==> src/sv/sha1s_pkg.sv <==
// ----------------------------------------------------------------------------
// sha1s_pkg
// Shared types and constants of the streaming SHA-1 hash block.
// ----------------------------------------------------------------------------
package sha1s_pkg;

  localparam int unsigned ROUND_W = 7;
  localparam logic [ROUND_W-1:0] LAST_ROUND = 7'd79;

  localparam logic [31:0] H0 = 32'h67452301;
  localparam logic [31:0] H1 = 32'hEFCDAB89;
  localparam logic [31:0] H2 = 32'h98BADCFE;
  localparam logic [31:0] H3 = 32'h10325476;
  localparam logic [31:0] H4 = 32'hC3D2E1F0;

  localparam logic [31:0] K0 = 32'h5A827999;
  localparam logic [31:0] K1 = 32'h6ED9EBA1;
  localparam logic [31:0] K2 = 32'h8F1BBCDC;
  localparam logic [31:0] K3 = 32'hCA62C1D6;

  localparam logic [7:0] PAD_BYTE  = 8'h80;
  localparam logic [7:0] ZERO_BYTE = 8'h00;

  // Byte slots within a 64-byte block
  localparam logic [5:0] SLOT_LAST    = 6'd63;
  localparam logic [5:0] SLOT_PRE_LEN = 6'd55;

  localparam logic REQ_APPEND = 1'b0;
  localparam logic REQ_FINISH = 1'b1;

  typedef struct packed {
    logic       req_type;
    logic [7:0] data_byte;
  } sha1s_in_t;

  typedef struct packed {
    logic [31:0] digest_word0;
    logic [31:0] digest_word1;
    logic [31:0] digest_word2;
    logic [31:0] digest_word3;
    logic [31:0] digest_word4;
  } sha1s_out_t;

  typedef struct packed {
    logic [31:0] a;
    logic [31:0] b;
    logic [31:0] c;
    logic [31:0] d;
    logic [31:0] e;
  } sha1s_work_t;

  typedef struct packed {
    logic       absorb;
    logic [7:0] data;
    logic       load;
    logic       step;
  } sha1s_ctl_t;

  typedef struct packed {
    logic last_round;
  } sha1s_status_t;

  typedef enum logic [2:0] {
    ST_IDLE,
    ST_PAD,
    ST_LEN,
    ST_ROUND,
    ST_ADD,
    ST_OUT
  } sha1s_state_t;

  localparam sha1s_work_t CHAIN_INIT = '{a: H0, b: H1, c: H2, d: H3, e: H4};

endpackage

==> src/sv/sha1s_round.sv <==
// ----------------------------------------------------------------------------
// sha1s_round
// One SHA-1 round: selects f and K by round number and rotates the working
// variables.
// ----------------------------------------------------------------------------
module sha1s_round import sha1s_pkg::*; (
  input  sha1s_work_t        work_in,
  input  logic [31:0]        w,
  input  logic [ROUND_W-1:0] round,
  output sha1s_work_t        work_out
);

  logic [31:0] f;
  logic [31:0] k;

  always_comb begin
    if (round inside {[7'd0:7'd19]}) begin
      f = (work_in.b & work_in.c) | (~work_in.b & work_in.d);
      k = K0;
    end else if (round inside {[7'd20:7'd39]}) begin
      f = work_in.b ^ work_in.c ^ work_in.d;
      k = K1;
    end else if (round inside {[7'd40:7'd59]}) begin
      f = (work_in.b & work_in.c) | (work_in.b & work_in.d) | (work_in.c & work_in.d);
      k = K2;
    end else begin
      f = work_in.b ^ work_in.c ^ work_in.d;
      k = K3;
    end
  end

  always_comb begin
    work_out.a = {work_in.a[26:0], work_in.a[31:27]} + f + work_in.e + k + w;
    work_out.b = work_in.a;
    work_out.c = {work_in.b[1:0], work_in.b[31:2]};
    work_out.d = work_in.c;
    work_out.e = work_in.d;
  end

endmodule

==> src/sv/sha1s_core.sv <==
// ----------------------------------------------------------------------------
// sha1s_core
// Compression engine: a 512-bit shift line that first gathers message bytes
// and then serves as the rolling 16-word schedule, working registers and the
// round counter around one shared round unit.
// ----------------------------------------------------------------------------
module sha1s_core import sha1s_pkg::*; (
  input  logic          clk,
  input  logic          rst,
  input  sha1s_ctl_t    ctl,
  input  sha1s_work_t   chain,
  output sha1s_work_t   work,
  output sha1s_status_t status
);

  logic [511:0]       sched;
  logic [ROUND_W-1:0] round;
  logic [31:0]        w_now;
  logic [31:0]        w_mix;
  logic [31:0]        w_new;
  sha1s_work_t        work_next;

  // Word j of the line sits at sched[511-32*j -: 32]
  assign w_now = sched[511:480];
  assign w_mix = sched[95:64] ^ sched[255:224] ^ sched[447:416] ^ w_now;
  assign w_new = {w_mix[30:0], w_mix[31]};

  sha1s_round u_round (
    .work_in  (work),
    .w        (w_now),
    .round    (round),
    .work_out (work_next)
  );

  always_ff @(posedge clk) begin
    if (ctl.absorb) begin
      sched <= {sched[503:0], ctl.data};
    end else if (ctl.step) begin
      sched <= {sched[479:0], w_new};
    end
    if (ctl.load) begin
      work <= chain;
    end else if (ctl.step) begin
      work <= work_next;
    end
  end

  always_ff @(posedge clk) begin
    if (rst) begin
      round <= '0;
    end else if (ctl.load) begin
      round <= '0;
    end else if (ctl.step) begin
      round <= round + 1'b1;
    end
  end

  assign status.last_round = (round == LAST_ROUND);

endmodule

==> src/sv/sha1_stream_hash.sv <==
// ----------------------------------------------------------------------------
// sha1_stream_hash
// SHA-1 over a byte stream: one message byte per append word, a finish word
// pads the message, returns the 160-bit digest and restarts the hash.
// ----------------------------------------------------------------------------
//
//   channel | signals                    | word
//   --------+----------------------------+--------------------------------
//   in      | in_valid, in_ready, in_data | req_type, data_byte
//   out     | out_valid, out_ready, out_data | digest_word0 .. digest_word4
//
// The 64th byte of a block starts the compression: the shared round unit
// runs the 80 rounds, one round per cycle, then the result is added into
// the chain. A finish word feeds the padding and length bytes at one per
// cycle, pausing for a compression if the padding completes a block, with
// a final compression after the length bytes, then holds the digest until
// taken. in_ready is high only while idle. Reset loads the initial chain
// and zeros the bit count; the byte buffer needs no clearing since every
// slot is written before a compression reads it.
//
module sha1_stream_hash import sha1s_pkg::*; (
  input  logic       clk,
  input  logic       rst,
  input  logic       in_valid,
  output logic       in_ready,
  input  sha1s_in_t  in_data,
  output logic       out_valid,
  input  logic       out_ready,
  output sha1s_out_t out_data
);

  sha1s_state_t  state;
  sha1s_state_t  state_next;
  sha1s_state_t  resume;
  sha1s_work_t   chain;
  sha1s_work_t   work;
  sha1s_ctl_t    ctl;
  sha1s_status_t status;
  logic [63:0]   bit_count;
  logic [63:0]   length;
  logic          pad_first;
  logic [5:0]    slot;
  logic          in_fire;

  assign slot    = bit_count[8:3];
  assign in_fire = in_valid && in_ready;

  sha1s_core u_core (
    .clk    (clk),
    .rst    (rst),
    .ctl    (ctl),
    .chain  (chain),
    .work   (work),
    .status (status)
  );

  // Next state
  always_comb begin
    state_next = state;
    case (state)
      ST_IDLE: begin
        if (in_valid) begin
          if (in_data.req_type == REQ_FINISH) begin
            state_next = ST_PAD;
          end else if (slot == SLOT_LAST) begin
            state_next = ST_ROUND;
          end
        end
      end
      ST_PAD: begin
        if (slot == SLOT_LAST) begin
          state_next = ST_ROUND;
        end else if (slot == SLOT_PRE_LEN) begin
          state_next = ST_LEN;
        end
      end
      ST_LEN: begin
        if (slot == SLOT_LAST) begin
          state_next = ST_ROUND;
        end
      end
      ST_ROUND: begin
        if (status.last_round) begin
          state_next = ST_ADD;
        end
      end
      ST_ADD: begin
        state_next = resume;
      end
      ST_OUT: begin
        if (out_ready) begin
          state_next = ST_IDLE;
        end
      end
      default: begin
        state_next = ST_IDLE;
      end
    endcase
  end

  // Outputs and core controls
  always_comb begin
    in_ready   = 1'b0;
    out_valid  = 1'b0;
    ctl.absorb = 1'b0;
    ctl.data   = ZERO_BYTE;
    ctl.step   = 1'b0;
    case (state)
      ST_IDLE: begin
        in_ready   = 1'b1;
        ctl.absorb = in_valid && (in_data.req_type == REQ_APPEND);
        ctl.data   = in_data.data_byte;
      end
      ST_PAD: begin
        ctl.absorb = 1'b1;
        ctl.data   = pad_first ? PAD_BYTE : ZERO_BYTE;
      end
      ST_LEN: begin
        ctl.absorb = 1'b1;
        ctl.data   = length[63:56];
      end
      ST_ROUND: begin
        ctl.step = 1'b1;
      end
      ST_OUT: begin
        out_valid = 1'b1;
      end
      default: begin
        in_ready = 1'b0;
      end
    endcase
    // Load working registers from the chain on the byte that completes a block
    ctl.load = ctl.absorb && (slot == SLOT_LAST);
  end

  always_ff @(posedge clk) begin
    if (rst) begin
      state <= ST_IDLE;
    end else begin
      state <= state_next;
    end
  end

  // Remember where to go once the chain has been updated
  always_ff @(posedge clk) begin
    if (rst) begin
      resume <= ST_IDLE;
    end else if (ctl.load) begin
      case (state)
        ST_PAD:  resume <= ST_PAD;
        ST_LEN:  resume <= ST_OUT;
        default: resume <= ST_IDLE;
      endcase
    end
  end

  always_ff @(posedge clk) begin
    if (rst) begin
      pad_first <= 1'b0;
    end else if (in_fire && (in_data.req_type == REQ_FINISH)) begin
      pad_first <= 1'b1;
    end else if (state == ST_PAD) begin
      pad_first <= 1'b0;
    end
  end

  // Capture the message length on finish; shift out one byte per length slot
  always_ff @(posedge clk) begin
    if (in_fire && (in_data.req_type == REQ_FINISH)) begin
      length <= bit_count;
    end else if (state == ST_LEN) begin
      length <= {length[55:0], ZERO_BYTE};
    end
  end

  always_ff @(posedge clk) begin
    if (rst) begin
      bit_count <= '0;
    end else if (out_valid && out_ready) begin
      bit_count <= '0;
    end else if (ctl.absorb) begin
      bit_count <= bit_count + 64'd8;
    end
  end

  always_ff @(posedge clk) begin
    if (rst) begin
      chain <= CHAIN_INIT;
    end else if (out_valid && out_ready) begin
      chain <= CHAIN_INIT;
    end else if (state == ST_ADD) begin
      chain.a <= chain.a + work.a;
      chain.b <= chain.b + work.b;
      chain.c <= chain.c + work.c;
      chain.d <= chain.d + work.d;
      chain.e <= chain.e + work.e;
    end
  end

  assign out_data.digest_word0 = chain.a;
  assign out_data.digest_word1 = chain.b;
  assign out_data.digest_word2 = chain.c;
  assign out_data.digest_word3 = chain.d;
  assign out_data.digest_word4 = chain.e;

`ifndef NO_ASSERTIONS
  // Never take a word while a digest is on offer
  assert property (@(posedge clk) disable iff (rst) !(in_ready && out_valid))
    else $error("input taken while digest pending");

  // A compression only runs on a completed block
  assert property (@(posedge clk) disable iff (rst)
    (state == ST_ROUND) |-> (bit_count[8:0] == 9'd0))
    else $error("compression on a partial block");

  // Length bytes occupy the last eight slots of a block
  assert property (@(posedge clk) disable iff (rst)
    (state == ST_LEN) |-> (bit_count[8:6] == 3'b111))
    else $error("length bytes misplaced");

  // The padded message ends on a block boundary
  assert property (@(posedge clk) disable iff (rst)
    out_valid |-> (bit_count[8:0] == 9'd0))
    else $error("digest without block alignment");
`endif

endmodule
==> config.mk <==
export PLATFORM = sky130hd
export DESIGN_NAME = sha1_stream_hash
export DESIGN_NICKNAME = d
export VERILOG_FILES = /design/src/sv/sha1s_pkg.sv /design/src/sv/sha1s_round.sv /design/src/sv/sha1s_core.sv /design/src/sv/sha1_stream_hash.sv
export SDC_FILE = /design/constraint.sdc
export NUM_CORES = 2
export LEC_CHECK = 0
export BUFFER_PORTS_ARGS = -buffer_cell sky130_fd_sc_hd__buf_2
export CAP_MARGIN = 40
export CORE_UTILIZATION = 30
export CTS_CLUSTER_SIZE = 10
export DETAILED_ROUTE_END_ITERATION = 12
export PLACE_DENSITY = 0.5
export SYNTH_ARGS = -nofsm -noshare
export SYNTH_HDL_FRONTEND = slang
export SYNTH_HIERARCHICAL = 1
export SYNTH_SLANG_ARGS = --single-unit
==> constraint.sdc <==
create_clock -name clk -period 9.22 [get_ports clk]
set_input_delay 1.383 -clock clk [delete_from_list [all_inputs] [get_ports clk]]
set_output_delay 1.383 -clock clk [all_outputs]
set_load 0.005 [all_outputs]
# --- After elaboration in Yosys (flattened, before gate mapping) ---
# Index checks and enable logic that the tools add are counted.
word_totals:
  ff_bits: 974
  latch_bits: 0
  ramBits: 0
  rom_bits: 0
  inputBits: 13
  out_inout_bits: 162
  elab_cells: 104
  memories: 0
op_classes:
  add_sub_neg: 11
  mul: 0
  div_mod_pow: 0
  n_lt_le_gt_ge: 6
  eq_ne: 12
  n_shift: 0
  muxes: 28
  n_bitwise: 14
  reduce_logical: 16
op_table:
  columns: ["operator", "n"]
  rows:
  - ["two-way mux 512 bit", 2]
  - ["two-way mux 160 bit", 2]
  - ["adder 32 bit", 9]
  - ["two-way mux 32 bit", 5]
  - ["XOR 32 bit", 5]
  - ["AND 32 bit", 4]
  - ["two-way mux 64 bit", 2]
  - ["OR 32 bit", 3]
  - ["adder 64 x 4 -> 64 bit (second input constant)", 1]
  - ["inverter 32 bit", 1]
  - ["two-way mux 31 bit", 1]
  - ["one-hot mux 9 bit (3 select lines)", 1]
  - ["two-way mux 3 bit", 7]
  - ["one-hot mux 3 bit (6 select lines)", 1]
  - ["less-or-equal comparator 7 x 6 -> 1 bit (second input constant)", 2]
  - ["== test 6 bit (second input constant)", 2]
  - ["logical AND 1 bit", 8]
  - ["two-way mux 8 bit", 1]
  - ["nonzero test 2 bit", 4]
  - ["adder 7 x 1 -> 7 bit (second input constant)", 1]
  - ["== test 7 bit (second input constant)", 1]
  - [">= comparator 7 x 1 -> 1 bit (second input constant)", 1]
  - [">= comparator 7 x 5 -> 1 bit (second input constant)", 1]
  - [">= comparator 7 x 6 -> 1 bit (second input constant)", 1]
  - ["other kinds (12)", 21]

# --- Depth between registers and ports, before layout ---
logic_depth:
  depth_word: 12
  mapped_depth: 22
  depth_no_buf: 19

# --- By module ---
# The synthesis kept the hierarchy.
modules_own_cells:
  columns: ["module", "n_inst", "cells_per_inst", "area_per_inst_um2", "seq_area_each_um2"]
  rows:
  - ["sha1s_core", 1, 1589, 29682.2, 20319.5]
  - ["sha1_stream_hash", 1, 2139, 18341.3, 6376.1]
  - ["sha1s_round", 1, 766, 6515.0, 0.0]

# --- Least setup slack after synthesis ---
# Ideal clock, no wire load.
synth_timing:
  path_type: "input -> register"
  from: "input port in_data[8] (netlist bit)"
  to: "register u_core.sched[0], enable pin"
  setup_ns: 0.667
  t_arrival_ns: 8.360
  required_time_ns: 8.553
  path_slack_ns: 0.193
  cell_stages: 6
  path_buffers: 3
  path_cell_list: "nand2b_1 > a21boi_4 > buf_6 > buf_6 > buf_6 > or2_2"
synth_rtl:
  columns: ["item", "line_no", "source"]
  rows:
  - ["start: declaration", "sha1_stream_hash.sv:26", "input sha1s_in_t in_data,"]
  - ["end signal: assignment", "sha1s_core.sv:37", "sched <= {sched[503:0], ctl.data};"]
  - ["end signal: assignment", "sha1s_core.sv:39", "sched <= {sched[479:0], w_new};"]
  - ["end: declaration", "sha1s_core.sv:16", "logic [511:0] sched;"]

==> summary.md <==
| Metric | Value |
|---|---|
| Number of antenna violations at the first check in global routing | 4 |
| CTS buffer count | between 100 and 150 |
| Worst setup SP type | flop |
| Data arrival, critical path | 6.68 ns |
| Most common cell after layout, fill and taps aside | sky130_fd_sc_hd__edfxtp_1 |
| Fin crit share | 0.6584 |
| Average wire per standard cell | 20.34 um |
| Initial Utilization | 0.3017 |
| Post_cts resized | 0 |
| P_leak | between 20 and 25 nW |
| Largest net degree at the start of global routing | 179 |
| Area of the multi-input gates | 0.02494 mm2 |
| Count of state elements after synthesis | 967 |
| Combinational share of power | 0.397 |
| Warnings from Yosys | 6 |
| Per-cell via count in the routed design | 4.861 |
| Clock latency on the worst-skew pair | 0.75 ns |
| Clk pwr share | 0.203 |
| Row cnt | 156 |
| Final count of pins violating max slew | 0 |
| Reported max-cap violation count | 0 |
| Hold Slack | 0.4794 ns |
| Final Routed Wirelength | 141600 um |
| Switching power share of the total | 0.3391 |
| Hold Vio Cnt, Final | 0 |
| Top flip-flop cell by instance count after synthesis | sky130_fd_sc_hd__edfxtp_1 |
| Worst Path Required | 9.83 ns |
| Overall via count from detail_route | ~34000 |
| Final worst setup slack | 3.149 ns |
| Post-CTS Setup Bufs | 0 |
| Asr flop ratio synth | 0 |
| Clock transition time at the flip-flop clock pins of the worst setup and hold paths | 0.06 ns |
| Yosys cell types | 89 |
| Die W | 428.4 um |
| Critical path start-end classification | reg2reg |
| Clock tree from TritonCTS | yes |
| Setup repair after global routing missed its margin | false |
| Nets | 4844 |
| Die height | around 430 um |
| Iteration-0 DRC count of the detailed router | 2302 |
| Power dissipated by switching net loads | 7.074 mW |
| Average size of a mapped cell | 12.14 um2 |
| Internal power consumption | 13.79 mW |
| Worst Clk Skew | approximately 0.037 ns |
| Vias in the first global route | 33783 |
| Fraction of post-synthesis cell area in the top cell type by area | 0.4036 |
| Number of port buffers | 174 |
| Relative contribution of sequential cells to total power | 0.400 |
| Cell types occupying the most area after synthesis | sky130_fd_sc_hd__edfxtp_1 40%, sky130_fd_sc_hd__mux2_2 14%, sky130_fd_sc_hd__dfxtp_1 8.6% |
| Startpoint of the most critical setup path | u_core/round[6]$_SDFFE_PP0P_ |
| Commonest cells after routing, fill and taps aside | 733 x sky130_fd_sc_hd__edfxtp_1, 679 x sky130_fd_sc_hd__mux2_2, 347 x sky130_fd_sc_hd__nand2_1 |
| Global route overflow | 0 |
| HPWL after DPL | 103600 um |
| Cell Area, Synth | approximately 0.055 mm2 |
| Number of I/O pins | 175 |
| Area enclosed by the die boundary | 0.1835 mm2 |
| Critical path capture point type | flop |
| Clock sink total | slightly below 1000 |
| Fill cells | around 18000 |
| Setup TNS | 0 ns |
| HP Start | pad_first$_SDFFE_PP0P_ |
| Final weighted congestion in routability-driven placement | 0.8751 |
| Final critical-path required period | 6.071 ns |
| Slew at the pin with the worst max-slew slack | between 0.9 and 1 ns |
| Area taken by flip-flops and latches | 0.02670 mm2 |
| Number of buffers on the longest clock path | 3 |
| Share of final-layout standard cells stronger than drive strength 1 | 0.2356 |
| Number of setup violations in the final report | 0 |
| Post-Synthesis Net Count | 4826 |
| DRC violations left | 0 |
| Power density over the cells | 346.7 mW/mm2 |
| Total routing usage reported by global routing | 0.1519 |
| Area grow syn2layout | 10.33% |
| Share of the yosys chip area belonging to registers | 0.4895 |
| Cell type contributing the most total cell area after synthesis | sky130_fd_sc_hd__edfxtp_1 |
| Fmax | 0.1647 GHz |
| # H-tree levels | 3 |
| Largest fanout of any net on the critical path | 19 |
| Pre-CTS setup slack | 3.277 ns |
| Buffer type at the clock tree root | sky130_fd_sc_hd__clkbuf_16 |
| Peak supply drop | 0.2453 mV |
| Remaining antenna violation count after routing | 0 |
| Post-synth EDFFs | around 730 |
| Number of cells produced by synthesis | about 4500 |
| Status | finished, final reports clean |
| 1st-pass router iterations | 5 |
| Post-cts hold buffer count | 0 |
| Crit Reg-Reg Startpoint | u_core/round[6]$_SDFFE_PP0P_ |
| Global-route wire length before repair | around 210000 um |
| Total core area | 0.1807 mm2 |
| Worst hold path class | reg2reg |
| Slew margin rel. | 0.3365 |
metal layers:
metal	wire [um]	up-vias	GRT usage
met4	4848	0	0.05578
li1	-	16266	-
met3	5037	199	0.02098
met1	61440	16769	0.1902
met2	70270	602	0.2648
met5	0	-	0
per-stage QoR:
step / util / std cells / instance area (um2) / total power, mW
floorplan: - / 4494 / 54540 / 15.13
global placement: 0.3128 / 6760 / 56540 / 16.65
detailed placement: 0.3139 / 6768 / 56740 / 16.76
CTS: 0.3329 / 6959 / 60170 / 21.13
global route: 0.3329 / 6960 / 60170 / 22.32
finish: 0.3329 / 6960 / 60170 / 20.86
cell type report:
type | count | share of cell area
sequential | 967 | 0.4436
multi-input combinational | 3011 | 0.4144
clock buffer | 178 | 0.05252
tap | 2370 | 0.04928
timing repair buffer | 215 | 0.02266
inverter | 205 | 0.01291
clock inverter | 13 | 0.004554
antenna | 1 | 0.00004159
power groups by stage:
stage          Clock, mW  Combinational (mW)  Sequential, mW
2_1_floorplan          0                7.01            8.12
3_3_place_gp           0                8.20            8.46
3_5_place_dp           0                8.30            8.46
4_1_cts             4.39                8.36            8.39
5_1_grt             4.54                9.22            8.55
6_report            4.23                8.28            8.35
sequential cells by signal (all words and copies together), names as in the netlist:
register      count
bit_count        61
resume            2
state             3
u_core/sched    512
pad_first         1
length           61
out_data        160
u_core/round      7
u_core/work     160
kinds of logic after synthesis:
logic type	after synthesis	share of synthesized area
AOI/OAI and AO/OA	791	0.09151
xor gates and xnor gates	311	0.05020
adders and majority gates	319	0.09039
buffers and inverters	516	0.05426
DFF	967	0.4895
muxes	733	0.1511
and+or+nand+nor	857	0.07305
path summary, 6_finish.rpt:
| check | depth (start not counted) | slack (ns) | endpoint |
|---|---|---|---|
| worst max-delay path | 17 | 3.15 | u_core/work[159]$_DFFE_PP_ |
| worst min-delay path | 2 | 0.48 | pad_first$_SDFFE_PP0P_ |
| worst max register to register | 17 | 3.15 | u_core/work[159]$_DFFE_PP_ |
| worst min register to register | 2 | 0.48 | pad_first$_SDFFE_PP0P_ |
synthesized netlist by cell type (7+ instances only):
| library cell | number |
|---|---|
| sky130_fd_sc_hd__nor3_1 | 24 |
| sky130_fd_sc_hd__a21o_1 | 97 |
| sky130_fd_sc_hd__buf_4 | 131 |
| sky130_fd_sc_hd__nand2b_1 | 22 |
| sky130_fd_sc_hd__a31oi_1 | 18 |
| sky130_fd_sc_hd__ha_1 | 194 |
| sky130_fd_sc_hd__o22ai_1 | 14 |
| sky130_fd_sc_hd__o21ai_0 | 148 |
| sky130_fd_sc_hd__or2_2 | 9 |
| sky130_fd_sc_hd__a21oi_1 | 272 |
| sky130_fd_sc_hd__xnor2_1 | 207 |
| sky130_fd_sc_hd__buf_2 | 14 |
| sky130_fd_sc_hd__nand4_1 | 29 |
| sky130_fd_sc_hd__and3_1 | 38 |
| sky130_fd_sc_hd__o21bai_1 | 26 |
| sky130_fd_sc_hd__nor4_1 | 10 |
| sky130_fd_sc_hd__mux2_4 | 10 |
| sky130_fd_sc_hd__nand3_1 | 82 |
| sky130_fd_sc_hd__xor2_1 | 103 |
| sky130_fd_sc_hd__o21a_1 | 17 |
| sky130_fd_sc_hd__nand2_1 | 348 |
| sky130_fd_sc_hd__dfxtp_1 | 234 |
| sky130_fd_sc_hd__a211oi_1 | 26 |
| sky130_fd_sc_hd__buf_1 | 15 |
| sky130_fd_sc_hd__buf_6 | 68 |
| sky130_fd_sc_hd__mux2_2 | 679 |
| sky130_fd_sc_hd__mux2i_1 | 40 |
| sky130_fd_sc_hd__inv_1 | 202 |
| sky130_fd_sc_hd__nor2_1 | 195 |
| sky130_fd_sc_hd__o21ai_1 | 17 |
| sky130_fd_sc_hd__o211ai_1 | 52 |
| sky130_fd_sc_hd__edfxtp_1 | 733 |
| sky130_fd_sc_hd__o31ai_1 | 9 |
| sky130_fd_sc_hd__a211o_1 | 10 |
| sky130_fd_sc_hd__and2_1 | 18 |
| sky130_fd_sc_hd__a221o_1 | 7 |
| sky130_fd_sc_hd__a221oi_1 | 16 |
| sky130_fd_sc_hd__fa_1 | 125 |
| sky130_fd_sc_hd__a22o_1 | 9 |
| sky130_fd_sc_hd__nor2b_1 | 20 |
| sky130_fd_sc_hd__or3_1 | 25 |
| sky130_fd_sc_hd__clkbuf_1 | 83 |
critical path: stages, from the launching register on:
cell and delay (ns):
sky130_fd_sc_hd__dfxtp_1 0.37, sky130_fd_sc_hd__or2_1 0.25, sky130_fd_sc_hd__or2_1 0.30, sky130_fd_sc_hd__inv_2 0.24, sky130_fd_sc_hd__nor2_8 0.14, sky130_fd_sc_hd__a221o_1 0.38, sky130_fd_sc_hd__fa_1 0.58, sky130_fd_sc_hd__fa_1 0.42
sky130_fd_sc_hd__ha_1 0.23, sky130_fd_sc_hd__fa_1 0.47, sky130_fd_sc_hd__a21o_1 0.23, sky130_fd_sc_hd__a221oi_2 0.31, sky130_fd_sc_hd__o21ai_1 0.23, sky130_fd_sc_hd__a211oi_1 0.64, sky130_fd_sc_hd__a21oi_1 0.33, sky130_fd_sc_hd__a221o_1 0.37
sky130_fd_sc_hd__nor4_2 0.27, sky130_fd_sc_hd__mux2_2 0.18
Power figures use the tool's default switching activity.
